--- src/rtl/core/msort_pkg.sv ---
// ----------------------------------------------------------------------------
// msort_pkg
// Shared sizes, types and sequencer states of the merge/split sorter.
// ----------------------------------------------------------------------------
package msort_pkg;

  localparam int DEPTH      = 64;
  localparam int DATA_WIDTH = 32;
  localparam int AW         = $clog2(DEPTH);
  localparam int CW         = $clog2(DEPTH + 1);

  typedef logic signed [DATA_WIDTH-1:0] data_t;
  typedef logic [AW-1:0]                addr_t;
  typedef logic [CW-1:0]                cnt_t;

  // Result of one compare-exchange step.
  typedef struct packed {
    logic  swap;  // first operand was the larger one
    data_t lo;    // smaller of the two
    data_t hi;    // larger of the two
  } cmp_res_t;

  typedef enum logic [2:0] {
    S_IDLE,
    S_OUTER,
    S_LOAD_I,
    S_INNER,
    S_WB,
    S_EMIT
  } state_e;

endpackage

--- src/rtl/core/msort_ram.sv ---
// ----------------------------------------------------------------------------
// msort_ram
// Generic single-write, single-read RAM with registered read data.
// ----------------------------------------------------------------------------
module msort_ram #(
  parameter int Width = 32,
  parameter int Depth = 64
) (
  input  logic                     clk_i,
  input  logic                     we_i,
  input  logic [$clog2(Depth)-1:0] waddr_i,
  input  logic [Width-1:0]         wdata_i,
  input  logic [$clog2(Depth)-1:0] raddr_i,
  output logic [Width-1:0]         rdata_o
);

  logic [Width-1:0] mem_q [Depth];

  always_ff @(posedge clk_i) begin
    if (we_i) begin
      mem_q[waddr_i] <= wdata_i;
    end
    rdata_o <= mem_q[raddr_i];
  end

endmodule

--- src/rtl/core/msort_cmp.sv ---
// ----------------------------------------------------------------------------
// msort_cmp
// Shared signed compare-exchange unit: orders two words.
// ----------------------------------------------------------------------------
module msort_cmp (
  input  msort_pkg::data_t    a_i,
  input  msort_pkg::data_t    b_i,
  output msort_pkg::cmp_res_t res_o
);
  import msort_pkg::*;

  logic gt;

  assign gt        = (a_i > b_i);  // both operands signed
  assign res_o.swap = gt;
  assign res_o.lo   = gt ? b_i : a_i;
  assign res_o.hi   = gt ? a_i : b_i;

endmodule

--- src/rtl/core/merge_split_sorter.sv ---
// ----------------------------------------------------------------------------
// merge_split_sorter
// Loads two tagged arrays, exchange-sorts them in one store, and emits them.
// ----------------------------------------------------------------------------
// Usage:
//   Input channel: a word (value_i, to_second_i, last_i) is taken on a clock
//   edge where start is high and busy is low. Words are stored in arrival
//   order, one per cycle, while busy stays low. Words past the store depth
//   are dropped and the set is marked overflowed. The word with last_i set
//   ends the set; busy then rises until every result has been sent.
//   Sorting: one signed compare-exchange unit runs over the store RAM. For
//   each position i the running minimum sits in a register and is compared
//   with every later entry, one entry per cycle; the larger word goes back
//   to the RAM. With n stored words the sort makes n(n-1)/2 compares,
//   plus S_OUTER, S_LOAD_I, S_WB per pass, bounded by the single RAM read port.
//   Output channel: n results, one per cycle back to back, each on valid_o
//   for exactly one cycle. The first first-array-count results carry
//   in_second_o = 0, the rest 1; final_res_o marks the last one; overflow_o
//   is set on all results of an overflowed set. Result 1 is read from the
//   RAM after the final outer check, then registered. The receiver cannot stall.
//   busy drops as the sequencer returns from S_EMIT to S_IDLE, while the
//   final result is loaded into the output registers.
//   Reset: counters, overflow flag and sequencer clear; store contents are
//   left as they are, since only written entries are ever used.
// ----------------------------------------------------------------------------
module merge_split_sorter (
  input  logic             clk_i,
  input  logic             rst_ni,
  input  logic             start,
  output logic             busy,
  input  msort_pkg::data_t value_i,
  input  logic             to_second_i,
  input  logic             last_i,
  output logic             valid_o,
  output msort_pkg::data_t sorted_value_o,
  output logic             in_second_o,
  output logic             final_res_o,
  output logic             overflow_o
);
  import msort_pkg::*;

  state_e   state_q, state_d;
  cnt_t     total_q, total_d;   // stored words
  cnt_t     first_q, first_d;   // stored first-array words
  logic     ovf_q, ovf_d;
  cnt_t     i_q, i_d;           // outer position
  cnt_t     k_q, k_d;           // inner position, also emit index
  data_t    cur_q, cur_d;       // running minimum for position i

  logic     out_valid_q, out_valid_d;
  data_t    out_value_q, out_value_d;
  logic     out_second_q, out_second_d;
  logic     out_final_q, out_final_d;
  logic     out_ovf_q, out_ovf_d;

  // RAM port
  logic     mem_we;
  addr_t    mem_waddr;
  data_t    mem_wdata;
  addr_t    mem_raddr;
  data_t    mem_rdata;

  cnt_t     i_inc, k_inc;
  cmp_res_t cmp;

  assign i_inc = i_q + cnt_t'(1);
  assign k_inc = k_q + cnt_t'(1);

  msort_ram #(
    .Width (DATA_WIDTH),
    .Depth (DEPTH)
  ) u_ram (
    .clk_i   (clk_i),
    .we_i    (mem_we),
    .waddr_i (mem_waddr),
    .wdata_i (mem_wdata),
    .raddr_i (mem_raddr),
    .rdata_o (mem_rdata)
  );

  // Compare-exchange between running minimum and the word just read.
  msort_cmp u_cmp (
    .a_i   (cur_q),
    .b_i   (mem_rdata),
    .res_o (cmp)
  );

  always_comb begin
    state_d      = state_q;
    total_d      = total_q;
    first_d      = first_q;
    ovf_d        = ovf_q;
    i_d          = i_q;
    k_d          = k_q;
    cur_d        = cur_q;
    out_valid_d  = 1'b0;
    out_value_d  = out_value_q;
    out_second_d = out_second_q;
    out_final_d  = out_final_q;
    out_ovf_d    = out_ovf_q;
    mem_we       = 1'b0;
    mem_waddr    = i_q[AW-1:0];
    mem_wdata    = cur_q;
    mem_raddr    = k_q[AW-1:0];

    unique case (state_q)
      S_IDLE: begin
        if (start) begin
          if (total_q < cnt_t'(DEPTH)) begin
            mem_we    = 1'b1;
            mem_waddr = total_q[AW-1:0];
            mem_wdata = value_i;
            total_d   = total_q + cnt_t'(1);
            if (!to_second_i) begin
              first_d = first_q + cnt_t'(1);
            end
          end else begin
            ovf_d = 1'b1;  // store full, word dropped
          end
          if (last_i) begin
            i_d     = '0;
            state_d = S_OUTER;
          end
        end
      end

      S_OUTER: begin
        if (i_inc < total_q) begin
          mem_raddr = i_q[AW-1:0];
          k_d       = i_inc;
          state_d   = S_LOAD_I;
        end else begin
          // sort done, prefetch the first result
          mem_raddr = '0;
          k_d       = '0;
          state_d   = S_EMIT;
        end
      end

      S_LOAD_I: begin
        cur_d     = mem_rdata;
        mem_raddr = k_q[AW-1:0];
        state_d   = S_INNER;
      end

      S_INNER: begin
        // larger word goes back to slot k, smaller stays as running min
        mem_we    = cmp.swap;
        mem_waddr = k_q[AW-1:0];
        mem_wdata = cmp.hi;
        cur_d     = cmp.lo;
        mem_raddr = k_inc[AW-1:0];
        if (k_inc < total_q) begin
          k_d = k_inc;
        end else begin
          state_d = S_WB;
        end
      end

      S_WB: begin
        mem_we    = 1'b1;
        mem_waddr = i_q[AW-1:0];
        mem_wdata = cur_q;
        i_d       = i_inc;
        state_d   = S_OUTER;
      end

      S_EMIT: begin
        out_valid_d  = 1'b1;
        out_value_d  = mem_rdata;
        out_second_d = (k_q >= first_q);
        out_final_d  = (k_inc == total_q);
        out_ovf_d    = ovf_q;
        mem_raddr    = k_inc[AW-1:0];  // wraps harmlessly past the end
        if (k_inc == total_q) begin
          total_d = '0;
          first_d = '0;
          ovf_d   = 1'b0;
          state_d = S_IDLE;
        end else begin
          k_d = k_inc;
        end
      end

      default: begin
        state_d = S_IDLE;
      end
    endcase
  end

  always_ff @(posedge clk_i or negedge rst_ni) begin
    if (!rst_ni) begin
      state_q     <= S_IDLE;
      total_q     <= '0;
      first_q     <= '0;
      ovf_q       <= 1'b0;
      i_q         <= '0;
      k_q         <= '0;
      out_valid_q <= 1'b0;
    end else begin
      state_q     <= state_d;
      total_q     <= total_d;
      first_q     <= first_d;
      ovf_q       <= ovf_d;
      i_q         <= i_d;
      k_q         <= k_d;
      out_valid_q <= out_valid_d;
    end
  end

  always_ff @(posedge clk_i) begin
    cur_q        <= cur_d;
    out_value_q  <= out_value_d;
    out_second_q <= out_second_d;
    out_final_q  <= out_final_d;
    out_ovf_q    <= out_ovf_d;
  end

  assign busy           = (state_q != S_IDLE);
  assign valid_o        = out_valid_q;
  assign sorted_value_o = out_value_q;
  assign in_second_o    = out_second_q;
  assign final_res_o    = out_final_q;
  assign overflow_o     = out_ovf_q;

  // Assertions
  a_last_goes_busy: assert property (@(posedge clk_i) disable iff (!rst_ni)
    (start && !busy && last_i) |=> busy)
    else $error("last word did not start the sort");

  a_results_contiguous: assert property (@(posedge clk_i) disable iff (!rst_ni)
    (valid_o && !final_res_o) |=> valid_o)
    else $error("gap inside a result burst");

  a_gap_after_final: assert property (@(posedge clk_i) disable iff (!rst_ni)
    (valid_o && final_res_o) |=> !valid_o)
    else $error("result after final result");

  a_inner_after_outer: assert property (@(posedge clk_i) disable iff (!rst_ni)
    (state_q == S_INNER) |-> ((k_q > i_q) && (k_q < total_q)))
    else $error("inner index out of range");

  a_first_le_total: assert property (@(posedge clk_i) disable iff (!rst_ni)
    first_q <= total_q)
    else $error("first-array count exceeds total");

endmodule
--- config.mk ---
export PLATFORM = sky130hd
export DESIGN_NAME = merge_split_sorter
export DESIGN_NICKNAME = d
export VERILOG_FILES = /design/src/rtl/core/msort_pkg.sv /design/src/rtl/core/msort_ram.sv /design/src/rtl/core/msort_cmp.sv /design/src/rtl/core/merge_split_sorter.sv
export SDC_FILE = /design/constraint.sdc
export NUM_CORES = 2
export LEC_CHECK = 0
export ABC_AREA = 0
export ABC_CLOCK_PERIOD_IN_PS = 7350
export BUFFER_PORTS_ARGS = -buffer_cell sky130_fd_sc_hd__buf_2
export CAP_MARGIN = 20
export CORE_MARGIN = 2
export CORE_UTILIZATION = 60
export DETAILED_ROUTE_END_ITERATION = 6
export PLACE_DENSITY = 0.72
export SLEW_MARGIN = 0
export SYNTH_ARGS = -nofsm -noshare
export SYNTH_HDL_FRONTEND = slang
export SYNTH_SLANG_ARGS = --single-unit
--- constraint.sdc ---
create_clock -name clk_i -period 7.35 [get_ports clk_i]
set_input_delay 0.3675 -clock clk_i [delete_from_list [all_inputs] [get_ports clk_i]]
set_output_delay 0.3675 -clock clk_i [all_outputs]
set_load 0.01 [all_outputs]
# Word level (Yosys, flattened, before mapping)
# Memory sizes are Yosys's and may differ from the RTL's. A register that Yosys moved wholly into a read port is not among the register bits.
# Cells that the tools add are included.
dict set report word_totals {
  elab_cells 94
  output_inout_bits 37
  ramBits 2048
  mem_count 1
  reg_bits 100
}
# name depth width read_ports rd_ports_with_merged_regs write_ports line_no
set memory_table {}
lappend memory_table {u_ram.mem_q 64 32 1 1 1 msort_ram.sv:17} ;# logic [Width-1:0] mem_q [Depth];
dict set report op_classes {
  n_lt_le_gt_ge 5
  reduce_logical 14
  add_sub_neg 4
  mux 42
  n_eq_ne 16
}
# cell count
set op_table {}
lappend op_table {{two-way mux 32 bit} 4}
lappend op_table {{case mux 32 bit (2 select lines)} 2}
lappend op_table {{two-way mux 7 bit} 11}
lappend op_table {{case mux 7 bit (2 select lines)} 3}
lappend op_table {{greater-than comparator 32 bit} 1}
lappend op_table {{adder 7 x 1 -> 7 bit, second input constant} 4}
lappend op_table {{case mux 6 bit (2 select lines)} 2}
lappend op_table {{case mux 7 bit (3 select lines)} 1}
lappend op_table {{two-way mux 6 bit} 3}
lappend op_table {{inequality test 2 bit, second input constant} 9}
lappend op_table {{case mux 3 bit (6 select lines)} 1}
lappend op_table {{two-way mux 3 bit} 5}
lappend op_table {{< comparator 7 bit} 2}
lappend op_table {{AND reduction 4 bit} 3}
lappend op_table {{two-way mux 1 bit} 8}
lappend op_table {{equality test 7 bit} 1}
lappend op_table {{>= comparator 7 bit} 1}
lappend op_table {{< comparator 7 bit, second input constant} 1}
lappend op_table {{equality test 3 x 2 -> 1 bit, second input constant} 2}
lappend op_table {{equality test 3 bit, second input constant} 2}
lappend op_table {{AND reduction 3 bit} 2}
lappend op_table {{nonzero test 2 bit} 3}
lappend op_table {{nonzero test 3 bit} 2}
lappend op_table {{AND reduction 5 bit} 1}
lappend op_table {{other kinds (7)} 7}

# Depth between registers and ports, before layout
dict set report logic_depth {
  depth_word 6
  mapped_depth 17
}

# Hierarchy
# A second synthesis with hierarchy kept.
dict set report unflattened {
  hier_cells 4553
  hier_area_um2 88665.0
}
# mod cells_each instances area_each_um2 seq_area_each_um2
set by_module_without_submodules {}
lappend by_module_without_submodules {msort_ram 3324 1 78515.3 62139.6}
lappend by_module_without_submodules {merge_split_sorter 505 1 5609.1 2837.7}
lappend by_module_without_submodules {msort_cmp 724 1 4540.6 0.0}

# Worst setup path after synthesis
# No wires, ideal clock.
dict set report synth_timing {
  kind {flip-flop to flip-flop}
  startpoint {register state_q[1]}
  endpoint {memory u_ram.mem_q[13][0], enable pin}
  arrival_ns 4.616
  path_stages_with_launch 11
  slack_ns 2.273
  n_path_buf 4
  path_cell_list {dfrtp_1 -> buf_4 -> buf_2 -> nor3_2 -> and2_1 -> buf_2 -> nor2_1 -> clkbuf_1 -> a221oi_1 -> nand3_1 -> nor3_1}
}
dict set report synth_between {
  elab_chain_cells 4
}
# item line_no
set synth_rtl {}
lappend synth_rtl {{from (decl)} merge_split_sorter.sv:42} ;# state_e state_q, state_d;
lappend synth_rtl {{from (signal assigned)} merge_split_sorter.sv:201} ;# state_q <= state_d;
lappend synth_rtl {{equality test 3 bit, or another cell as far along} merge_split_sorter.sv:106} ;# unique case (state_q)
lappend synth_rtl {{case mux 1 bit (3 select lines)} merge_split_sorter.sv:106}
lappend synth_rtl {{two-way mux 1 bit} msort_ram.sv:20} ;# if (we_i) begin
lappend synth_rtl {{two-way mux 1 bit (implied by the code)} msort_ram.sv:21} ;# mem_q[waddr_i] <= wdata_i;
lappend synth_rtl {{to (decl)} msort_ram.sv:17}
# Parallel ways exist; a longest one is shown, timed or not.

# Worst setup path in the final report
dict set report layout_timing {
  startpoint {register i_q[1]}
  endpoint {register u_ram.rdata_o[7], read port of u_ram.mem_q}
}
dict set report layout_between {
  elab_chain_cells 4
}
# item line_no
set layout_rtl {}
lappend layout_rtl {{from (decl)} merge_split_sorter.sv:46} ;# cnt_t i_q, i_d;
lappend layout_rtl {{from (signal assigned)} merge_split_sorter.sv:205} ;# i_q <= i_d;
lappend layout_rtl {{adder 7 x 1 -> 7 bit} merge_split_sorter.sv:66} ;# assign i_inc = i_q + cnt_t'(1);
lappend layout_rtl {{< comparator 7 bit} merge_split_sorter.sv:128} ;# if (i_inc < total_q) begin
lappend layout_rtl {{two-way mux 6 bit (*)} merge_split_sorter.sv:128}
lappend layout_rtl {{case mux 6 bit (2 select lines) (*)} merge_split_sorter.sv:106}
lappend layout_rtl {{to (decl)} msort_ram.sv:14} ;# output logic [Width-1:0] rdata_o
# Every way passes the cells marked *; elsewhere a longest branch is shown, timed or not.
# A chain may end at the register's enable or synchronous reset.

==> results.toml <==
[synth]
postSynth.asyncResetShare_pct = 1.514
yosys_most_used_dff = "edfxtp_1"
yosysTopAreaCellShare_pct = 73.49
synth.distinct_cells = 67
syn_area_um2 = 86430
synth-compound-area-share_pct = 3.632
synthTopCellsByArea = "edfxtp_1 73%, nand2_1 8.4%, nand3_1 6.4%"
synthCells = 6686
synth_warnings = 0
synth-simple-area-share_pct = 17.69
yosys.area.top_type = "edfxtp_1"
synth-xor-area-share_pct = 0.2027
yosysSeqAreaShare_pct = 75.18
ys_top_cells_by_count = "2115 x edfxtp_1, 1927 x nand2_1, 1107 x nand3_1"
syn_area_per_cell_um2 = 12.93
ys_ff_latch = 2180
yosysMostFrequentCell = "edfxtp_1"
synth_fp_nets = 6779
synth_top_family_by_area = "simple AND/OR/NAND/NOR gates"
synth-edff-count = 2115
yosys.area_share.adder_pct = 0.8107
muxShareOfSynthArea_pct = 0.3257

[sta]
fin_crit_ns = 5.526
min_period_over_period_pct = 75.19
max_slew_margin_pct = 10.18
rsz0062_at_grt = "no"
slew_violations = 0
final_hold_viol_count = 0
max_freq_mhz = 181.0
totalNegativeSetupSlack_ns = 0
tightest_slew_ns = 1.347
setup_viol = 0
skew_ns = 0.06209

[clock_network]
htree_levels = 4
cts_buffer_depth = 3
clock_sinks = 2180
cts_tree = "built"
numCtsBuffers = 206
clkLatencyLatePin_ns = 0.85
cts_setup_buffers = 0
clk_pin_slew_worst_paths_ns = 0.06
clockRootBuffer = "clkbuf_16"

[floorplanning]
rows = 139
dieArea_um2 = 147100
start_util_pct = 60.31
die_y_um = 383.5
core_um2 = 143300
ios = 74
die_w_um = 383.5

[global_routing]
grt_usage_pct = 35.62
grt_pass1_vias = 53680
gr-total-overflow = 0
grt_pass1_wl_um = 374400
grt_max_degree = 211
antenna_found_initial = 6

[detailed_routing]
drtIter0Drc = 10180
drt-total-wl_um = 265100
drc = 10
drtAntennaViolNets = 0
routed_via_density = 6.622
dr.pass1.iters = 7
vias = 58370
avgRoutedWirePerCell_um = 30.08

[cells_and_area]
layout.area.seq_um2 = 64980
fin_nets = 6818
multiInputGateArea_um2 = 20100
final_layout_size_suffix_gt1_share_pct = 9.787
final_core_util_pct = 67.73
areaGrowthSynthToFinish_pct = 12.31
fin_cells = 8814
fill_cells = 9903

[setup_path]
crit_fanout = 84
r2r_setup_slack_ns = 1.82
path_class = "reg -> reg"
cp.arrival_ns = 6.30
timing.rr.start = "i_q[1]$_DFFE_PN0P_"
rr_endpoint = "u_ram.rdata_o[7]$_DFF_P_"
cp-start-kind = "flip-flop"
rr_worst_depth = 13
critPathRequiredTime_ns = 8.13
end_kind = "flip-flop"

[placed_design]
dp.cells = 8385
post-dp-hpwl_um = 130400
gp_congestion = 0.9156
portBuffers = 73

[run_status]
outcome = "finished with violations"
violations = "design-rule violations"

[flow_run]
cap_violations = 0

[power]
leakage_nw = 28.62
ir_drop_uv = 261.7
p_per_area_nw_per_um2 = 248.7

[min_path]
hp-class = "in -> async"
==> final cells by class <==
class	instances	area share, %
Tap cell	1903	2.453
Timing Repair Buffer	252	2.666
Clock buffer	290	5.857
Inverter	56	0.2166
Clock inverter	100	1.149
Antenna cell	4	0.01031
Sequential cell	2180	66.94
Multi-Input combinational cell	4029	20.70
==> metrics by stage <==
stage	total power, mW	hold WS [ns]	setup WS, ns	cell area [um^2]
6_report	24.14	0.1569	1.824	97060
5_1_grt	24.64	0.1598	1.627	97050
4_1_cts	24.14	0.1499	1.876	96230
3_5_place_dp	13.71	0.4743	1.949	89390
3_3_place_gp	13.71	0.4728	2.043	89340
2_1_floorplan	13.68	0.07191	2.273	86430
==> flip-flops by register name, indices dropped and copies added (netlist names) <==
signal	flops
final_res_o	1
k_q	7
u_ram.rdata_o	32
state_q	3
overflow_o	1
in_second_o	1
first_q	7
ovf_q	1
valid_o	1
total_q	7
sorted_value_o	32
cur_q	32
u_ram.mem_q	2048
i_q	7
==> critical path, cell delays in order (launching register included) <==
cell and delay [ns]:
dfrtp_1 0.57, ha_1 0.30, nand3_1 0.13, xnor2_1 0.32, ha_1 0.31, a211o_1 0.30
a2111oi_2 0.57, a211o_4 0.87, buf_12 0.38, nand2_1 0.11, a32oi_1 0.22, nand3_1 0.10
o21ai_0 0.94, or4_1 0.23
==> layer usage <==
metal	GRT usage (%)	routed length [um]	share of wire, %
met1	49.86	94450	36
met2	52.27	117600	44
met3	9.668	38380	14
met4	17.19	14610	5.5
met5	0	70	0.026
==> cells in the final DEF (no fill, tap or decap), types with 15 or more instances in the layout <==
cell type  netlist  final
nand2_1       1927   1927
a21oi_1        179    175
xnor2_1         15     15
bufinv_16        0     18
clkinv_2         0     34
nor2_1          44     43
and3_1          46     41
ha_1            56     56
edfxtp_1      2115   2115
buf_4            7    123
or3_1           22     21
buf_12           0     23
clkbuf_16        0    210
buf_2           41     73
a221o_2          0     32
a32oi_1         69     69
clkbuf_1       319     67
buf_16           0     29
nor3_2           1     65
dfxtp_1         32     32
nand3_1       1107   1107
o21ai_0         39     39
mux2i_1         27     27
or4_1           15     15
clkinv_1         0     31
a22oi_1         22     22
a31oi_1         53     53
dfrtp_1         33     33
nand4_1        170    170
inv_1           56     55
==> logic make-up after synthesis <==
family	after synthesis
compound gates	466
xor+xnor	20
fa+ha+maj	56
buf+inv	477
flops	2180
mux	28
simple gates	3459
==> worst max-delay path by stage <==
stage	startpoint	end	slack (ns)	cells past startpoint
2_1_floorplan	state_q[1]$_DFFE_PN0P_	u_ram.mem_q[13][0]$_DFFE_PP_	2.27	10
3_3_place_gp	i_q[4]$_DFFE_PN0P_	u_ram.rdata_o[12]$_DFF_P_	2.04	14
3_5_place_dp	i_q[1]$_DFFE_PN0P_	u_ram.rdata_o[7]$_DFF_P_	1.95	13
4_1_cts	i_q[1]$_DFFE_PN0P_	u_ram.rdata_o[12]$_DFF_P_	1.88	13
5_1_grt	i_q[1]$_DFFE_PN0P_	u_ram.rdata_o[12]$_DFF_P_	1.63	15
6_report	i_q[1]$_DFFE_PN0P_	u_ram.rdata_o[7]$_DFF_P_	1.82	13
==> report_power, final <==
| group | total, mW | switching (mW) | internal (mW) |
|---|---|---|---|
| sequential | 13.4 | 0 | 13.4 |
| combinational | 0.0331 | 0.0244 | 0.00871 |
| clock | 10.7 | 4.64 | 6.05 |
==> what timing repair did <==
action	CTS	global route
hold buffers	4	0
hold endpoints to repair	38	0
gates resized for setup	0	0
Note: power is estimated with default switching activity, not from simulation.
